[src/design/tepq_pkg.sv]
// Package for the timer event queue: sizes, opcodes and payload structs.
// No dependencies.
`timescale 1ns / 1ps
`default_nettype none
package tepq_pkg;
  localparam int QUEUE_DEPTH = 32;
  localparam int MAX_OUT     = 32;
  localparam int IDX_W       = $clog2(QUEUE_DEPTH);
  localparam int CNT_W       = $clog2(QUEUE_DEPTH + 1);
  localparam int NOUT_W      = $clog2(MAX_OUT + 1);

  localparam logic OP_SCHED = 1'b0;
  localparam logic OP_TICK  = 1'b1;

  typedef struct packed {
    logic        opcode;
    logic [15:0] delay;
    logic [7:0]  event_tag;
    logic [31:0] subject_id;
    logic [31:0] target_id;
  } in_t;

  typedef struct packed {
    logic [7:0]  out_tag;
    logic [31:0] out_subject;
    logic [31:0] out_target;
    logic        last_due;
    logic        dropped;
  } out_t;

  typedef struct packed {
    logic [31:0] wake;
    logic [15:0] order;
    logic [7:0]  tag;
    logic [31:0] subject;
    logic [31:0] target;
  } entry_t;
endpackage
`default_nettype wire

[src/design/timer_event_priority_queue.sv]
// Timer event queue top level: entry memory, due scan and compaction.
// Depends on tepq_pkg.
`timescale 1ns / 1ps
`default_nettype none
// Usage: drive in_data and pulse start while busy is low; the transaction is
// taken at that edge. A schedule is written to the entry memory in the same
// cycle and gives no result; busy stays low, so schedules go one per cycle.
// A schedule into a full queue gives one result with dropped and last_due set,
// in the following cycle. A tick raises busy and advances the time by one.
// The block then scans the memory, one entry read per cycle, for the earliest
// due entry, and closes the gap it leaves by moving later entries down one
// slot, one per cycle. Both steps are bounded by the single read port of the
// entry memory. Each result is held back until the next scan, or the MAX_OUT
// limit, shows whether it is the last, and then shown for one cycle with
// out_valid; the receiver cannot stall. At most MAX_OUT results per tick.
// Reset empties the queue and zeroes time and order numbers; memory contents
// need no clearing.
module timer_event_priority_queue (
  input  wire logic           clk,
  input  wire logic           rst_n,
  input  wire logic           start,
  output logic                busy,
  input  wire tepq_pkg::in_t  in_data,
  output logic                out_valid,
  output tepq_pkg::out_t      out_data
);
  typedef enum logic [1:0] {S_IDLE, S_SCAN, S_MOVE} state_t;

  tepq_pkg::entry_t mem [tepq_pkg::QUEUE_DEPTH];
  tepq_pkg::entry_t mem_q;

  state_t                      state_r;
  logic [tepq_pkg::CNT_W-1:0]  count_r;
  logic [31:0]                 time_r;
  logic [15:0]                 order_r;
  logic [tepq_pkg::CNT_W-1:0]  rd_idx_r;
  logic                        rv_r;
  logic [tepq_pkg::CNT_W-1:0]  rv_idx_r;
  logic                        found_r;
  logic [31:0]                 best_age_r;
  logic [15:0]                 best_oage_r;
  logic [tepq_pkg::IDX_W-1:0]  best_idx_r;
  tepq_pkg::entry_t            best_r;
  logic                        pend_r;
  tepq_pkg::entry_t            pend_data_r;
  logic [tepq_pkg::NOUT_W-1:0] nout_r;
  logic                        out_valid_r;
  tepq_pkg::out_t              out_data_r;

  logic                        accept;
  logic                        wr_en;
  logic [tepq_pkg::IDX_W-1:0]  wr_addr;
  tepq_pkg::entry_t            wr_data;
  logic [tepq_pkg::IDX_W-1:0]  rd_addr;
  logic                        issue;
  logic [31:0]                 diff, age;
  logic [15:0]                 oage;
  logic                        due, better;

  assign accept = start && !busy;
  assign busy   = (state_r != S_IDLE);
  assign issue  = (rd_idx_r < count_r);
  assign rd_addr = rd_idx_r[tepq_pkg::IDX_W-1:0];

  assign diff   = mem_q.wake - time_r;
  assign due    = (diff == 32'd0) || diff[31];
  assign age    = time_r - mem_q.wake;
  assign oage   = order_r - mem_q.order;
  assign better = !found_r || (age > best_age_r) ||
                  ((age == best_age_r) && (oage > best_oage_r));

  always_comb begin
    wr_en   = 1'b0;
    wr_addr = count_r[tepq_pkg::IDX_W-1:0];
    wr_data = mem_q;
    if (state_r == S_IDLE) begin
      wr_en   = accept && (in_data.opcode == tepq_pkg::OP_SCHED) &&
                (count_r != tepq_pkg::CNT_W'(tepq_pkg::QUEUE_DEPTH));
      wr_data.wake    = time_r + 32'(in_data.delay);
      wr_data.order   = order_r;
      wr_data.tag     = in_data.event_tag;
      wr_data.subject = in_data.subject_id;
      wr_data.target  = in_data.target_id;
    end else if (state_r == S_MOVE) begin
      wr_en   = rv_r;
      wr_addr = tepq_pkg::IDX_W'(rv_idx_r - tepq_pkg::CNT_W'(1));
    end
  end

  always_ff @(posedge clk) begin
    if (wr_en) begin
      mem[wr_addr] <= wr_data;
    end
    mem_q <= mem[rd_addr];
  end

  always_ff @(posedge clk) begin
    if (!rst_n) begin
      state_r     <= S_IDLE;
      count_r     <= '0;
      time_r      <= '0;
      order_r     <= '0;
      rd_idx_r    <= '0;
      rv_r        <= 1'b0;
      found_r     <= 1'b0;
      pend_r      <= 1'b0;
      nout_r      <= '0;
      out_valid_r <= 1'b0;
    end else begin
      out_valid_r <= 1'b0;
      case (state_r)
        S_IDLE: begin
          if (accept) begin
            if (in_data.opcode == tepq_pkg::OP_SCHED) begin
              if (count_r == tepq_pkg::CNT_W'(tepq_pkg::QUEUE_DEPTH)) begin
                out_valid_r <= 1'b1;
                out_data_r  <= '{out_tag: 8'd0, out_subject: 32'd0,
                                 out_target: 32'd0, last_due: 1'b1, dropped: 1'b1};
              end else begin
                count_r <= count_r + tepq_pkg::CNT_W'(1);
                order_r <= order_r + 16'd1;
              end
            end else begin
              time_r   <= time_r + 32'd1;
              state_r  <= S_SCAN;
              rd_idx_r <= '0;
              rv_r     <= 1'b0;
              found_r  <= 1'b0;
              pend_r   <= 1'b0;
              nout_r   <= '0;
            end
          end
        end
        S_SCAN: begin
          rv_r     <= issue;
          rv_idx_r <= rd_idx_r;
          if (issue) begin
            rd_idx_r <= rd_idx_r + tepq_pkg::CNT_W'(1);
          end
          if (rv_r && due && better) begin
            found_r     <= 1'b1;
            best_age_r  <= age;
            best_oage_r <= oage;
            best_idx_r  <= rv_idx_r[tepq_pkg::IDX_W-1:0];
            best_r      <= mem_q;
          end
          if (!issue && !rv_r) begin
            if (found_r) begin
              if (pend_r) begin
                out_valid_r <= 1'b1;
                out_data_r  <= '{out_tag: pend_data_r.tag, out_subject: pend_data_r.subject,
                                 out_target: pend_data_r.target, last_due: 1'b0,
                                 dropped: 1'b0};
              end
              pend_r      <= 1'b1;
              pend_data_r <= best_r;
              nout_r      <= nout_r + tepq_pkg::NOUT_W'(1);
              rd_idx_r    <= tepq_pkg::CNT_W'(best_idx_r) + tepq_pkg::CNT_W'(1);
              state_r     <= S_MOVE;
            end else begin
              if (pend_r) begin
                out_valid_r <= 1'b1;
                out_data_r  <= '{out_tag: pend_data_r.tag, out_subject: pend_data_r.subject,
                                 out_target: pend_data_r.target, last_due: 1'b1,
                                 dropped: 1'b0};
              end
              pend_r  <= 1'b0;
              state_r <= S_IDLE;
            end
          end
        end
        S_MOVE: begin
          rv_r     <= issue;
          rv_idx_r <= rd_idx_r;
          if (issue) begin
            rd_idx_r <= rd_idx_r + tepq_pkg::CNT_W'(1);
          end
          if (!issue && !rv_r) begin
            count_r  <= count_r - tepq_pkg::CNT_W'(1);
            found_r  <= 1'b0;
            rd_idx_r <= '0;
            if (nout_r == tepq_pkg::NOUT_W'(tepq_pkg::MAX_OUT)) begin
              out_valid_r <= 1'b1;
              out_data_r  <= '{out_tag: pend_data_r.tag, out_subject: pend_data_r.subject,
                               out_target: pend_data_r.target, last_due: 1'b1,
                               dropped: 1'b0};
              pend_r  <= 1'b0;
              state_r <= S_IDLE;
            end else begin
              state_r <= S_SCAN;
            end
          end
        end
        default: state_r <= S_IDLE;
      endcase
    end
  end

  assign out_valid = out_valid_r;
  assign out_data  = out_data_r;

  a_count_max: assert property (@(posedge clk) disable iff (!rst_n)
    count_r <= tepq_pkg::CNT_W'(tepq_pkg::QUEUE_DEPTH))
    else $error("entry count above depth");
  a_drop_last: assert property (@(posedge clk) disable iff (!rst_n)
    (out_valid && out_data.dropped) |-> out_data.last_due)
    else $error("dropped result not marked last");
  a_sched_count: assert property (@(posedge clk) disable iff (!rst_n)
    (accept && in_data.opcode == tepq_pkg::OP_SCHED &&
     count_r != tepq_pkg::CNT_W'(tepq_pkg::QUEUE_DEPTH))
    |=> (count_r == $past(count_r) + tepq_pkg::CNT_W'(1)))
    else $error("schedule did not add an entry");
  a_move_pending: assert property (@(posedge clk) disable iff (!rst_n)
    (state_r == S_MOVE) |-> pend_r)
    else $error("compaction without a pending result");
endmodule
`default_nettype wire
[config.mk]
export PLATFORM = sky130hd
export DESIGN_NAME = timer_event_priority_queue
export DESIGN_NICKNAME = d
export VERILOG_FILES = /design/src/design/tepq_pkg.sv /design/src/design/timer_event_priority_queue.sv
export SDC_FILE = /design/constraint.sdc
export NUM_CORES = 2
export LEC_CHECK = 0
export BUFFER_PORTS_ARGS = -buffer_cell sky130_fd_sc_hd__buf_2
export CELL_PAD_IN_SITES_DETAIL_PLACEMENT = 1
export CELL_PAD_IN_SITES_GLOBAL_PLACEMENT = 1
export CORE_UTILIZATION = 40
export CTS_CLUSTER_SIZE = 24
export DETAILED_ROUTE_END_ITERATION = 8
export PLACE_DENSITY_LB_ADDON = 0.1
export SLEW_MARGIN = 20
export SYNTH_ARGS = -nofsm -noshare
export SYNTH_HDL_FRONTEND = slang
export SYNTH_SLANG_ARGS = --single-unit
[constraint.sdc]
create_clock -name clk -period 20 [get_ports clk]
set_input_delay 2 -clock clk [delete_from_list [all_inputs] [get_ports clk]]
set_output_delay 2 -clock clk [all_outputs]
set_load 0.1 [all_outputs]
==> results.toml <==
[yosys]
synth_fp_nets = 7829
synth-edff-count = 4116
ys.warnings.count = 0
synth_cell_type_count = 81
avgSynthCellArea_um2 = 22.16
yosysSeqAreaShare = 0.7595
postSynth.asyncResetShare = 0
synthCells = 7572
synthFlopType = "edfxtp_1"
ys_ff_latch = 4308
synth_area_um2 = 167800

[placed_design]
dp_hpwl_mm = 247.0
gp_congestion = 0.8083
dpl_worst_slack_ps = 12850
io_buffers = 167

[global_route]
grt_pass1_vias = 85810
grt_use_total = 0.2223
grt_first_pass_wirelength_mm = 668.3
antenna_found_initial = 26
grt_max_degree = 140
grt_overflow_total = 0

[clocking]
clock_sinks = 4308
cts_resized = 0
clock_path_buffers = 4
cts.repair_timing.setup_buffer_count = 0
clock_latency_ps = 980
htree_num_levels = 5
clk_pin_slew_ps = 60
cts_made_buffers = 455
cts_hold_buf = 0
cts_tree = "yes"
root_buffer = "clkbuf_16"

[floorplan]
die_h_um = 649.7
coreArea_um2 = 417200
die_w_um = 649.7
start_util = 0.4022
rows = 237
io_pins = 168
die_area_um2 = 422100

[drt]
routedWlPerCell_um = 33.82
vias_per_cell = 5.754
final_antenna_net_count = 0
drtIter0Drc = 8065
firstDrtPassIters = 7
drc_errors = 0
vias = 80290
routed_wl_mm = 471.9

[power]
p_leak_nw = 59.21
powerDensity_nw_per_um2 = 101.3
ir_drop_mv = 0.07412

[sta]
drv_slew = 0
rsz0062_at_grt = "false"
slew_headroom = 0.2338
period_minus_slack_ps = 7140
skew_ps = 54.29
period_share = 0.3570
setup_viol = 0
clock.fmax_ghz = 0.1401
whs_ps = 411.8
fin_setup_tns_ps = 0
finalWorstSetupSlack_ps = 12860
worstMarginPinSlew_ps = 1149
hold_viol_final = 0

[critical_path]
crit_required_ps = 20600
cp_max_fo = 42
path_class = "flip-flop to flip-flop"
crit_path_end_kind = "flip-flop"
start_kind = "flip-flop"
arrival_ps = 7740

[final_layout]
seqCellArea_um2 = 127500
drive_gt1_frac = 0.3021
final_common_cell = "edfxtp_1"
final_nets = 8313
fill_cells = 37190
synthToLayoutAreaGrowth_pct = 14.20
multi_input_area_um2 = 38980
final_cell_mix = "4116 x edfxtp_1, 1200 x mux4_2, 462 x clkbuf_16, 196 x mux2_2, 190 x buf_4"

[hold_path]
hp-class = "flip-flop to flip-flop"

[outcome]
run_status = "finished clean"

[flow_run]
maxCapViolCount = 0
==> where the power goes <==
part | internal (mW) | switching, mW
clock network | 4.94 | 3.56
registers | 10.1 | 0.0287
logic | 0.170 | 0.591
total | 15.2 | 4.17
==> flip-flops by register name, indices dropped and copies added, names as in the netlist, 2 cells and up <==
register / count
best_oage_r: 16
out_data: 74
state_r: 2
order_r: 16
count_r: 6
pend_data_r: 72
best_age_r: 32
best_idx_r: 5
rd_idx_r: 6
time_r: 32
nout_r: 6
rv_idx_r: 5
best_r: 72
mem_q: 120
mem: 3840
==> routing by layer <==
metal / part of all wire / wire, um / vias to the layer above / global-route usage
met2: 0.48 / 227600 / 2238 / 0.3622
met5: 0 / 0 / - / 0
met3: 0.049 / 23300 / 497 / 0.02632
li1: - / - / 32720 / -
met4: 0.019 / 8924 / 0 / 0.04326
met1: 0.45 / 212000 / 44840 / 0.3257
==> final cells by class <==
class | count | share of cell area
sequential | 4308 | 0.6652
multi-input combinational | 2747 | 0.2034
tap | 5497 | 0.03590
timing repair buffer | 377 | 0.01385
clock inverter | 232 | 0.01259
inverter | 167 | 0.003272
clock buffer | 620 | 0.06568
antenna | 5 | 0.00006530
==> final timing paths <==
kind | cells after the start | startpoint | endpoint | slack, ps
min reg2reg | 0 | best_r[53] | pend_data_r[53] | 410
max reg2reg | 23 | time_r[0] | best_r[21] | 12860
max | 23 | time_r[0] | best_r[21] | 12860
min | 0 | best_r[53] | pend_data_r[53] | 410
==> kinds of logic (layout without fill, tap and decap cells) <==
family | after synthesis | after routing | synth area share
flops | 4308 | 4308 | 0.7595
xor+xnor | 135 | 135 | 0.007047
compound gates | 407 | 407 | 0.01569
buf+inv | 517 | 1396 | 0.01168
other cells | 0 | 5 | 0
mux | 1407 | 1407 | 0.1749
simple gates | 633 | 633 | 0.01869
fa+ha+maj | 165 | 165 | 0.01248
==> cells in the mapped netlist (all sizes together), types with 5 or more instances <==
cell	count	area, um2
clkbuf	251	942.2
nand4	34	212.7
a211oi	15	117.6
or2	7	43.80
buf	99	390.4
inv	167	626.9
ha	161	2014
nor3	39	200.2
xor2	37	324.1
nor3b	7	52.55
mux2	196	2207
a21oi	126	634.4
mux4	1200	27030
nor4	17	112.6
o31ai	7	66.31
and2	75	469.2
and4	10	87.58
or4	5	37.54
o21a	17	127.6
nand2	133	499.2
mux2i	11	110.1
a31oi	11	68.82
o211ai	10	75.07
nor2b	18	112.6
and3	13	81.33
o21ai	94	470.5
dfxtp	192	3844
a21o	51	382.9
xnor2	98	858.3
a2111oi	6	71.32
nand2b	13	81.33
nand3	48	240.2
nor2	180	675.7
o21bai	8	60.06
edfxtp	4116	123600
or3	27	168.9
o2111ai	6	52.55
==> through the flow <==
step,area [um2],utilization,power (mW),std cells
after floorplan,167800,-,10.80,7572
after global placement,176500,0.4230,11.08,13100
after detailed placement,176500,0.4230,11.12,13100
after CTS,191500,0.4590,19.62,13950
after global routing,191600,0.4592,19.97,13950
final,191600,0.4592,19.42,13950
==> worst max-delay path, cell delays in order (launching register included) <==
cell and delay [ps]:
dfxtp_1 400, inv_1 100, ha_1 240, fa_1 420
nor2b_1 160, o31a_1 210, nor3_1 80, o31ai_1 410
a31oi_1 350, or3_1 470, a31oi_1 310, a221oi_1 230
o221ai_1 230, xor2_1 130, ha_1 330, nand4_1 120
nor3_1 340, and4_1 290, o31a_1 150, o311a_1 230
and4_1 190, nand4_1 170, o41ai_4 350, buf_4 750
(Power assumes the default switching activity.)
